## src/hdl/stb_pkg.sv

```systemverilog
// package for the software timer bank
// beat types, command codes, memory entry type and the remaining-ticks helper
// no dependencies
package stb_pkg;

	localparam int NUM_TIMERS_DEF = 16;
	localparam int MAX_EXPIRIES   = 16;

	localparam logic [2:0] CMD_TICK   = 3'd0;
	localparam logic [2:0] CMD_INIT   = 3'd1;
	localparam logic [2:0] CMD_START  = 3'd2;
	localparam logic [2:0] CMD_STOP   = 3'd3;
	localparam logic [2:0] CMD_PERIOD = 3'd4;
	localparam logic [2:0] CMD_QUERY  = 3'd5;

	localparam logic KIND_REPLY  = 1'b0;
	localparam logic KIND_EXPIRY = 1'b1;

	typedef struct packed {
		logic [2:0]  command;
		logic [3:0]  timer_id;
		logic [31:0] period_value;
		logic        reload_mode;
	} item_t;

	typedef struct packed {
		logic        kind;
		logic [3:0]  result_timer;
		logic        running;
		logic [31:0] period_out;
		logic [30:0] remaining;
		logic        last;
	} result_t;

	typedef struct packed {
		logic [31:0] expiry;
		logic [31:0] period;
	} entry_t;

	function automatic logic [30:0] remaining_of(logic run, logic [31:0] expiry,
			logic [31:0] now);
		logic [31:0] d;
		d = expiry - now;
		if (!run || d == 32'd0 || d[31])
			return 31'd0;
		return d[30:0];
	endfunction

endpackage

```

## src/hdl/stb_store.sv

```systemverilog
// timer entry store: expiry tick and period per timer, one read and one write port
// unwritten entries read back with the reset period of one
// depends on stb_pkg
module stb_store #(
	parameter int NUM_TIMERS = stb_pkg::NUM_TIMERS_DEF,
	parameter int IW = 4
) (
	input  logic            clk,
	input  logic            arst_n,
	input  logic            rd_en,
	input  logic [IW-1:0]   rd_addr,
	output stb_pkg::entry_t rd_data,
	input  logic            wr_en,
	input  logic [IW-1:0]   wr_addr,
	input  stb_pkg::entry_t wr_data
);
	import stb_pkg::*;

	entry_t mem [NUM_TIMERS];
	entry_t rd_q;
	logic [NUM_TIMERS-1:0] vld_q;
	logic rd_vld_q;

	always_ff @(posedge clk) begin
		if (wr_en)
			mem[wr_addr] <= wr_data;
		if (rd_en)
			rd_q <= mem[rd_addr];
	end

	always_ff @(posedge clk or negedge arst_n) begin
		if (!arst_n) begin
			vld_q    <= '0;
			rd_vld_q <= 1'b0;
		end else begin
			if (wr_en)
				vld_q[wr_addr] <= 1'b1;
			if (rd_en)
				rd_vld_q <= vld_q[rd_addr];
		end
	end

	always_comb begin
		rd_data = rd_q;
		if (!rd_vld_q)
			rd_data.period = 32'd1;
	end

endmodule

```

## src/hdl/software_timer_bank.sv

```systemverilog
// software timer bank top level: command sequencer, expiry scan and result register
// depends on stb_pkg and stb_store
//
//  channel | signals               | handshake
//  item    | start, busy, item     | taken when start high and busy low
//  result  | strobe, result        | one cycle per beat, no back-pressure
//
// a command reads its entry from the store, then writes it back and replies
// a tick handles up to MAX_EXPIRIES expiries: each expiry is one full scan of
// the store through its single read port, then a write back if the timer reloads
// a tick with nothing due is a single scan of the store
// reset clears the counter and all run flags; the store needs no clearing pass
// results cannot be held off, so busy depends on the sequencer alone
module software_timer_bank #(
	parameter int NUM_TIMERS = stb_pkg::NUM_TIMERS_DEF
) (
	input  logic             clk,
	input  logic             arst_n,
	input  logic             start,
	output logic             busy,
	input  stb_pkg::item_t   item,
	output logic             strobe,
	output stb_pkg::result_t result
);
	import stb_pkg::*;

	localparam int IW = (NUM_TIMERS > 1) ? $clog2(NUM_TIMERS) : 1;
	localparam int XW = (IW > 4) ? IW : 4;
	localparam int FW = $clog2(MAX_EXPIRIES + 1);

	typedef enum logic [2:0] {
		S_IDLE, S_CEX, S_SCAN, S_SEND, S_DEC, S_FIRE, S_FLUSH
	} state_t;

	state_t state_q;
	logic [31:0] now_q;
	logic [NUM_TIMERS-1:0] run_q, ar_q, fired_q;
	logic [IW-1:0] scan_q, idx_s1, best_q;
	logic v_s1, found_q;
	logic [31:0] bkey_q, bper_q;
	logic [FW-1:0] fcnt_q;
	item_t cmd_q;
	result_t pend_q, result_q;
	logic pend_v_q, strobe_q;

	logic accept, id_ok;
	logic [XW:0] id_ext;
	logic [IW-1:0] id_idx, cmd_idx;
	logic rd_en, wr_en;
	logic [IW-1:0] rd_addr, wr_addr;
	entry_t rd_data, wr_data;

	logic [31:0] per_in, n_per, n_exp, key, d_scan, fire_exp;
	logic n_run, n_ar, cand;
	logic [30:0] fire_rem;

	assign accept  = start && !busy;
	assign busy    = (state_q != S_IDLE);
	assign id_ext  = (XW+1)'(item.timer_id);
	assign id_idx  = id_ext[IW-1:0];
	assign id_ok   = id_ext < (XW+1)'(NUM_TIMERS);
	assign cmd_idx = IW'(cmd_q.timer_id);
	assign strobe  = strobe_q;
	assign result  = result_q;

	assign rd_en   = (accept && item.command != CMD_TICK && id_ok) || state_q == S_SCAN;
	assign rd_addr = (state_q == S_SCAN) ? scan_q : id_idx;

	// command execution on the entry just read
	always_comb begin
		per_in = (cmd_q.period_value == 32'd0) ? 32'd1 : cmd_q.period_value;
		n_per  = rd_data.period;
		n_exp  = rd_data.expiry;
		n_run  = run_q[cmd_idx];
		n_ar   = ar_q[cmd_idx];
		case (cmd_q.command)
			CMD_INIT: begin
				n_per = per_in;
				n_ar  = cmd_q.reload_mode;
				n_run = 1'b0;
				n_exp = 32'd0;
			end
			CMD_START: begin
				n_exp = now_q + rd_data.period;
				n_run = 1'b1;
			end
			CMD_STOP: n_run = 1'b0;
			CMD_PERIOD: begin
				n_per = per_in;
				if (n_run)
					n_exp = now_q + per_in;
			end
			default: ;
		endcase
	end

	// scan compare and rearm of the chosen timer
	assign d_scan   = rd_data.expiry - now_q;
	assign key      = d_scan ^ 32'h8000_0000;
	assign cand     = v_s1 && run_q[idx_s1] && !fired_q[idx_s1]
		&& (d_scan == 32'd0 || d_scan[31]);
	assign fire_exp = now_q + bper_q;
	assign fire_rem = bper_q[31] ? 31'd0 : bper_q[30:0];

	always_comb begin
		wr_en   = 1'b0;
		wr_addr = best_q;
		wr_data = '{expiry: fire_exp, period: bper_q};
		if (state_q == S_CEX) begin
			wr_en   = 1'b1;
			wr_addr = cmd_idx;
			wr_data = '{expiry: n_exp, period: n_per};
		end else if (state_q == S_FIRE && ar_q[best_q]) begin
			wr_en = 1'b1;
		end
	end

	stb_store #(.NUM_TIMERS(NUM_TIMERS), .IW(IW)) u_store (
		.clk     (clk),
		.arst_n  (arst_n),
		.rd_en   (rd_en),
		.rd_addr (rd_addr),
		.rd_data (rd_data),
		.wr_en   (wr_en),
		.wr_addr (wr_addr),
		.wr_data (wr_data)
	);

	always_ff @(posedge clk) begin
		idx_s1 <= scan_q;
		if (accept)
			cmd_q <= item;
		if (cand && (!found_q || key < bkey_q)) begin
			best_q <= idx_s1;
			bkey_q <= key;
			bper_q <= rd_data.period;
		end
	end

	always_ff @(posedge clk or negedge arst_n) begin
		if (!arst_n) begin
			state_q  <= S_IDLE;
			now_q    <= '0;
			run_q    <= '0;
			ar_q     <= '0;
			fired_q  <= '0;
			scan_q   <= '0;
			v_s1     <= 1'b0;
			found_q  <= 1'b0;
			fcnt_q   <= '0;
			pend_v_q <= 1'b0;
			pend_q   <= '0;
			strobe_q <= 1'b0;
			result_q <= '0;
		end else begin
			strobe_q <= 1'b0;
			v_s1     <= (state_q == S_SCAN);
			if (cand && (!found_q || key < bkey_q))
				found_q <= 1'b1;
			unique case (state_q)
				S_IDLE: begin
					if (accept) begin
						if (item.command == CMD_TICK) begin
							now_q    <= now_q + 32'd1;
							fired_q  <= '0;
							fcnt_q   <= '0;
							scan_q   <= '0;
							found_q  <= 1'b0;
							pend_v_q <= 1'b0;
							state_q  <= S_SCAN;
						end else if (!id_ok) begin
							strobe_q <= 1'b1;
							result_q <= '{kind: KIND_REPLY, result_timer: item.timer_id,
								running: 1'b0, period_out: 32'd0, remaining: 31'd0,
								last: 1'b1};
						end else begin
							state_q <= S_CEX;
						end
					end
				end
				S_CEX: begin
					run_q[cmd_idx] <= n_run;
					ar_q[cmd_idx]  <= n_ar;
					strobe_q <= 1'b1;
					result_q <= '{kind: KIND_REPLY, result_timer: cmd_q.timer_id,
						running: n_run, period_out: n_per,
						remaining: remaining_of(n_run, n_exp, now_q), last: 1'b1};
					state_q  <= S_IDLE;
				end
				S_SCAN: begin
					if (scan_q == IW'(NUM_TIMERS - 1))
						state_q <= S_SEND;
					else
						scan_q <= scan_q + 1'b1;
				end
				S_SEND: state_q <= S_DEC;
				S_DEC: begin
					if (pend_v_q) begin
						strobe_q <= 1'b1;
						result_q <= '{kind: pend_q.kind, result_timer: pend_q.result_timer,
							running: pend_q.running, period_out: pend_q.period_out,
							remaining: pend_q.remaining, last: !found_q};
					end
					pend_v_q <= 1'b0;
					state_q  <= found_q ? S_FIRE : S_IDLE;
				end
				S_FIRE: begin
					fired_q[best_q] <= 1'b1;
					if (!ar_q[best_q])
						run_q[best_q] <= 1'b0;
					pend_q <= '{kind: KIND_EXPIRY, result_timer: 4'(best_q),
						running: ar_q[best_q], period_out: bper_q,
						remaining: ar_q[best_q] ? fire_rem : 31'd0, last: 1'b0};
					pend_v_q <= 1'b1;
					fcnt_q   <= fcnt_q + 1'b1;
					scan_q   <= '0;
					found_q  <= 1'b0;
					if (fcnt_q + 1'b1 == FW'(MAX_EXPIRIES))
						state_q <= S_FLUSH;
					else
						state_q <= S_SCAN;
				end
				S_FLUSH: begin
					strobe_q <= 1'b1;
					result_q <= '{kind: pend_q.kind, result_timer: pend_q.result_timer,
						running: pend_q.running, period_out: pend_q.period_out,
						remaining: pend_q.remaining, last: 1'b1};
					pend_v_q <= 1'b0;
					state_q  <= S_IDLE;
				end
				default: state_q <= S_IDLE;
			endcase
		end
	end

	a_fcnt_bound: assert property (@(posedge clk) disable iff (!arst_n)
		fcnt_q <= FW'(MAX_EXPIRIES))
		else $error("expiry count beyond limit");

	a_reply_last: assert property (@(posedge clk) disable iff (!arst_n)
		strobe_q && result_q.kind == KIND_REPLY |-> result_q.last)
		else $error("command reply without last");

	a_oneshot_rem: assert property (@(posedge clk) disable iff (!arst_n)
		strobe_q && !result_q.running |-> result_q.remaining == 31'd0)
		else $error("stopped timer with remaining ticks");

	a_cmd_reply: assert property (@(posedge clk) disable iff (!arst_n)
		state_q == S_CEX |=> strobe_q && state_q == S_IDLE)
		else $error("command without reply");

	a_fire_found: assert property (@(posedge clk) disable iff (!arst_n)
		state_q == S_FIRE |-> $past(found_q))
		else $error("fire without a due timer");

endmodule
```

## config.mk

```make
export PLATFORM = sky130hd
export DESIGN_NAME = software_timer_bank
export DESIGN_NICKNAME = d
export VERILOG_FILES = /design/src/hdl/stb_pkg.sv /design/src/hdl/stb_store.sv /design/src/hdl/software_timer_bank.sv
export SDC_FILE = /design/constraint.sdc
export NUM_CORES = 2
export LEC_CHECK = 0
export BUFFER_PORTS_ARGS = -buffer_cell sky130_fd_sc_hd__buf_2
export CORE_ASPECT_RATIO = 1.4
export CORE_UTILIZATION = 45
export CTS_CLUSTER_DIAMETER = 30
export DETAILED_ROUTE_END_ITERATION = 10
export SYNTH_ARGS = -nofsm -noshare
export SYNTH_HDL_FRONTEND = slang
export SYNTH_SLANG_ARGS = --single-unit
```

## constraint.sdc

```tcl
create_clock -name clk -period 6.9 [get_ports clk]
set_clock_uncertainty 0.15 [all_clocks]
set_input_delay 0.345 -clock clk [delete_from_list [all_inputs] [get_ports clk]]
set_output_delay 0.345 -clock clk [all_outputs]
set_load 0.03 [all_outputs]
```

==> out/metrics.cfg <==
[routing]
post_drt_via_cell_ratio = 6.057
drcViolationCount = 1
wire_per_inst_um = 29.81
routed_wl_um = 208500
antenna_left = 0
drtIter0Drc = 3881
vias = 42350
firstDrtPassIters = 9

[cells_and_area]
design_area_mm2 = 0.07833
drive_gt1_frac = 0.2083
synthToLayoutAreaGrowth_pct = 18.75
nNetsFinal = 5097
final_cells = 6992

[placement]
dp_cells = 6499
io_buffers = 114
dpl-instance-area_mm2 = 0.06960
gp_congestion = 1.037
dp_slack_ns = 0.2922
dp.final_hpwl_um = 138200

[pwr]
clkPwrFrac = 0.333
p_int_mw = 23.00
p_leak_nw = 28.67
seqPwrFrac = 0.358
peakVddDrop_mv = 0.3404
pwr-share-comb = 0.309
p_sw_mw = 12.83
p_sw_frac = 0.3581
p_per_area_mw_per_mm2 = 457.5

[synth]
synth_flop_cell = edfxtp_1
ys_seq_area_frac = 0.6413
yosysTopAreaCell = edfxtp_1
synthDistinctLibCells = 94
synth-edff-count = 1196
async_flop_share = 0.1736
ys.warnings.count = 0
synth_cells = 4574
synth_nets = 4812
synth_area_leaders = edfxtp_1 (54%), dfrtp_1 (9.6%), mux4_2 (9.4%)
avgSynthCellArea_um2 = 14.42
synth_top_area_frac = 0.5445
ys_ff_latch = 1452
syn_area_mm2 = 0.06596

[die]
core_area_mm2 = 0.1449
die_h_um = 455
io_pins = 115
dieArea_mm2 = 0.1481
fp.dieW_um = 325.6
start_util = 0.4551
row_count = 165

[sta]
relSlewSlack = 0.1789
fmax_ghz = 0.1526
fin_tns_setup_ns = 0
min_period_ns = 6.554
fin_crit_sh = 0.9498
drv_slew = 0
finalWorstSetupSlack_ns = 0.3463
worst_slew_pin_slew_ns = 1.230
timing.hold.ws_ns = 0.05399
setup_viol = 0
hold_viol_final = 0

[setup_path]
r2r_cells = 29
crit_path_frequent_cell = a21oi_1
r2r_start = cmd_q[26]$_DFFE_PP_
cp-end-kind = register
crit_slowest_cell = edfxtp_1
path_class = reg2reg
arrival_ns = 7.09
cp.required_ns = 7.44
rrSetupSlack_ns = 0.35
worstReg2RegEnd = result[15]$_DFFE_PN0P_
slowest_delay_ns = 0.46
start_kind = register
path_max_fanout = 12

[cts]
cts_root_buffer = clkbuf_16
path_clk_slew_ns = 0.05
cts_buffer_depth = 3
numCtsBuffers = 233
clk_latency_ns = 0.87
clock_sinks = 1452
cts_max_level = 4
cts_tree = yes

[flow_run]
drv_cap = 0

[run_status]
violations = design-rule violations
status = finished, violations left

[grt]
grt_pass1_wl_um = 300800
grt_usage = 0.2820
first_global_vias = 42950
antenna_found_initial = 8
overflow = 0
grt_max_degree = 125

[worst_hold_path]
hold_depth = 2
min-delay-path-class = in2reg
min_delay_worst_endpoint = cmd_q[28]$_DFFE_PP_
hold_start = item[28]

-- worst max-delay path by stage --
stage                     slack [ns]                  from  cells past startpoint                     end
final                           0.35   cmd_q[26]$_DFFE_PP_                     29  result[15]$_DFFE_PN0P_
after global routing           -0.05   cmd_q[26]$_DFFE_PP_                     29  result[15]$_DFFE_PN0P_
after CTS                       0.21   cmd_q[26]$_DFFE_PP_                     28  result[15]$_DFFE_PN0P_
after detailed placement        0.29   cmd_q[26]$_DFFE_PP_                     28  result[19]$_DFFE_PN0P_
after global placement          0.26   cmd_q[26]$_DFFE_PP_                     29  result[19]$_DFFE_PN0P_
after floorplan                 0.11  now_q[1]$_DFFE_PN0P_                     19     best_q[0]$_DFFE_PP_
-- metal layers --
layer | track usage | vias to the layer above | share of wire
li1 | - | 18340 | -
met1 | 0.3530 | 21970 | 0.39
met2 | 0.4777 | 1640 | 0.50
met3 | 0.04252 | 404 | 0.063
met4 | 0.1426 | 6 | 0.052
met5 | 0 | - | 0.00017
-- power by group through the flow --
stage          registers [mW]  logic (mW)  clock network, mW
6_report                 12.8        11.1               11.9
3_3_place_gp             12.9        10.9                  0
2_1_floorplan            12.8        6.70                  0
5_1_grt                  12.9        11.9               12.4
4_1_cts                  12.8        11.0               12.1
3_5_place_dp             13.0        10.9                  0
-- metrics by stage --
stage          power, mW    util
4_1_cts            35.89  0.5400
3_5_place_dp       23.90  0.4802
2_1_floorplan      19.55       -
6_report           35.83  0.5404
3_3_place_gp       23.80  0.4802
5_1_grt            37.18  0.5404
-- synth_stat cells, drive strengths merged (15+ instances only) --
| cell type | number |
|---|---|
| dfrtp | 252 |
| inv | 115 |
| and2 | 108 |
| xor2 | 60 |
| ha | 190 |
| o22ai | 18 |
| a31oi | 79 |
| nand4 | 30 |
| a22o | 40 |
| mux2 | 29 |
| nand2b | 37 |
| nor2b | 29 |
| xnor2 | 109 |
| buf | 64 |
| a211oi | 85 |
| and3 | 33 |
| a22oi | 46 |
| nor2 | 247 |
| nand3 | 82 |
| o21a | 52 |
| o211ai | 26 |
| nor4 | 19 |
| mux4 | 274 |
| edfxtp | 1196 |
| o21bai | 19 |
| a21o | 80 |
| nand2 | 435 |
| or2 | 19 |
| o21ai | 156 |
| a21oi | 239 |
| nor3 | 42 |
| o31ai | 15 |
| clkbuf | 186 |
-- state kept, by name, summed over array words and instances (netlist names), 16 cells and up --
signal	cells
bper_q	32
u_store.vld_q	16
now_q	32
result	70
u_store.rd_data	32
u_store.rd_q	32
run_q	16
ar_q	16
cmd_q	36
pend_q	69
bkey_q	32
fired_q	16
u_store.mem	1024
-- logic make-up (layout without fill, tap and decap cells) --
group                      count (synthesis)  after routing  synth area share
AOI/OAI and AO/OA                        953            953           0.09587
xor gates and xnor gates                 169            169           0.02244
DFF                                     1452           1452            0.6413
muxes                                    316            316            0.1006
adders and majority gates                195            195           0.03756
other                                      0              3                 0
buffers and inverters                    365            860           0.02217
and+or+nand+nor                         1124           1124           0.08005
-- worst max-delay path: cells and delay by family (launching register included) --
family | cells | cell delay (ns)
AOI/OAI and AO/OA | 13 | 2.28
and+or+nand+nor | 8 | 1.80
adders and majority gates | 3 | 0.88
DFF | 1 | 0.46
xor gates and xnor gates | 1 | 0.13
buffers and inverters | 4 | 0.67
-- cell type report --
cell class	instances	area (um^2)
sequential	1452	42300
multi-input combinational	2757	22520
fill	11910	66600
inverter	115	431.7
antenna	3	7.507
clock inverter	180	2200
tap	1920	2402
clock buffer	265	6012
timing repair buffer	300	2455
-- repair_timing --
| action | CTS | global route |
|---|---|---|
| hold endpoints to repair | 155 | 0 |
| buffers inserted | 0 | 1 |
| resized for setup | 0 | 7 |
| hold buffers | 44 | 0 |
| endpoints found under the setup margin | 0 | 31 |
-- layout by cell type (no fill, tap or decap), drive strengths merged, types with 52 or more instances in the layout --
| cell | instances |
|---|---|
| mux4 | 274 |
| edfxtp | 1196 |
| clkbuf | 265 |
| dfrtp | 252 |
| inv | 172 |
| a31oi | 79 |
| a21oi | 239 |
| o21ai | 156 |
| a21o | 80 |
| xor2 | 60 |
| a211oi | 85 |
| nand3 | 82 |
| buf | 257 |
| o21a | 52 |
| xnor2 | 109 |
| and2 | 108 |
| nand2 | 435 |
| ha | 190 |
| clkinv | 76 |
| nor2 | 247 |
(Power assumes the default switching activity.)
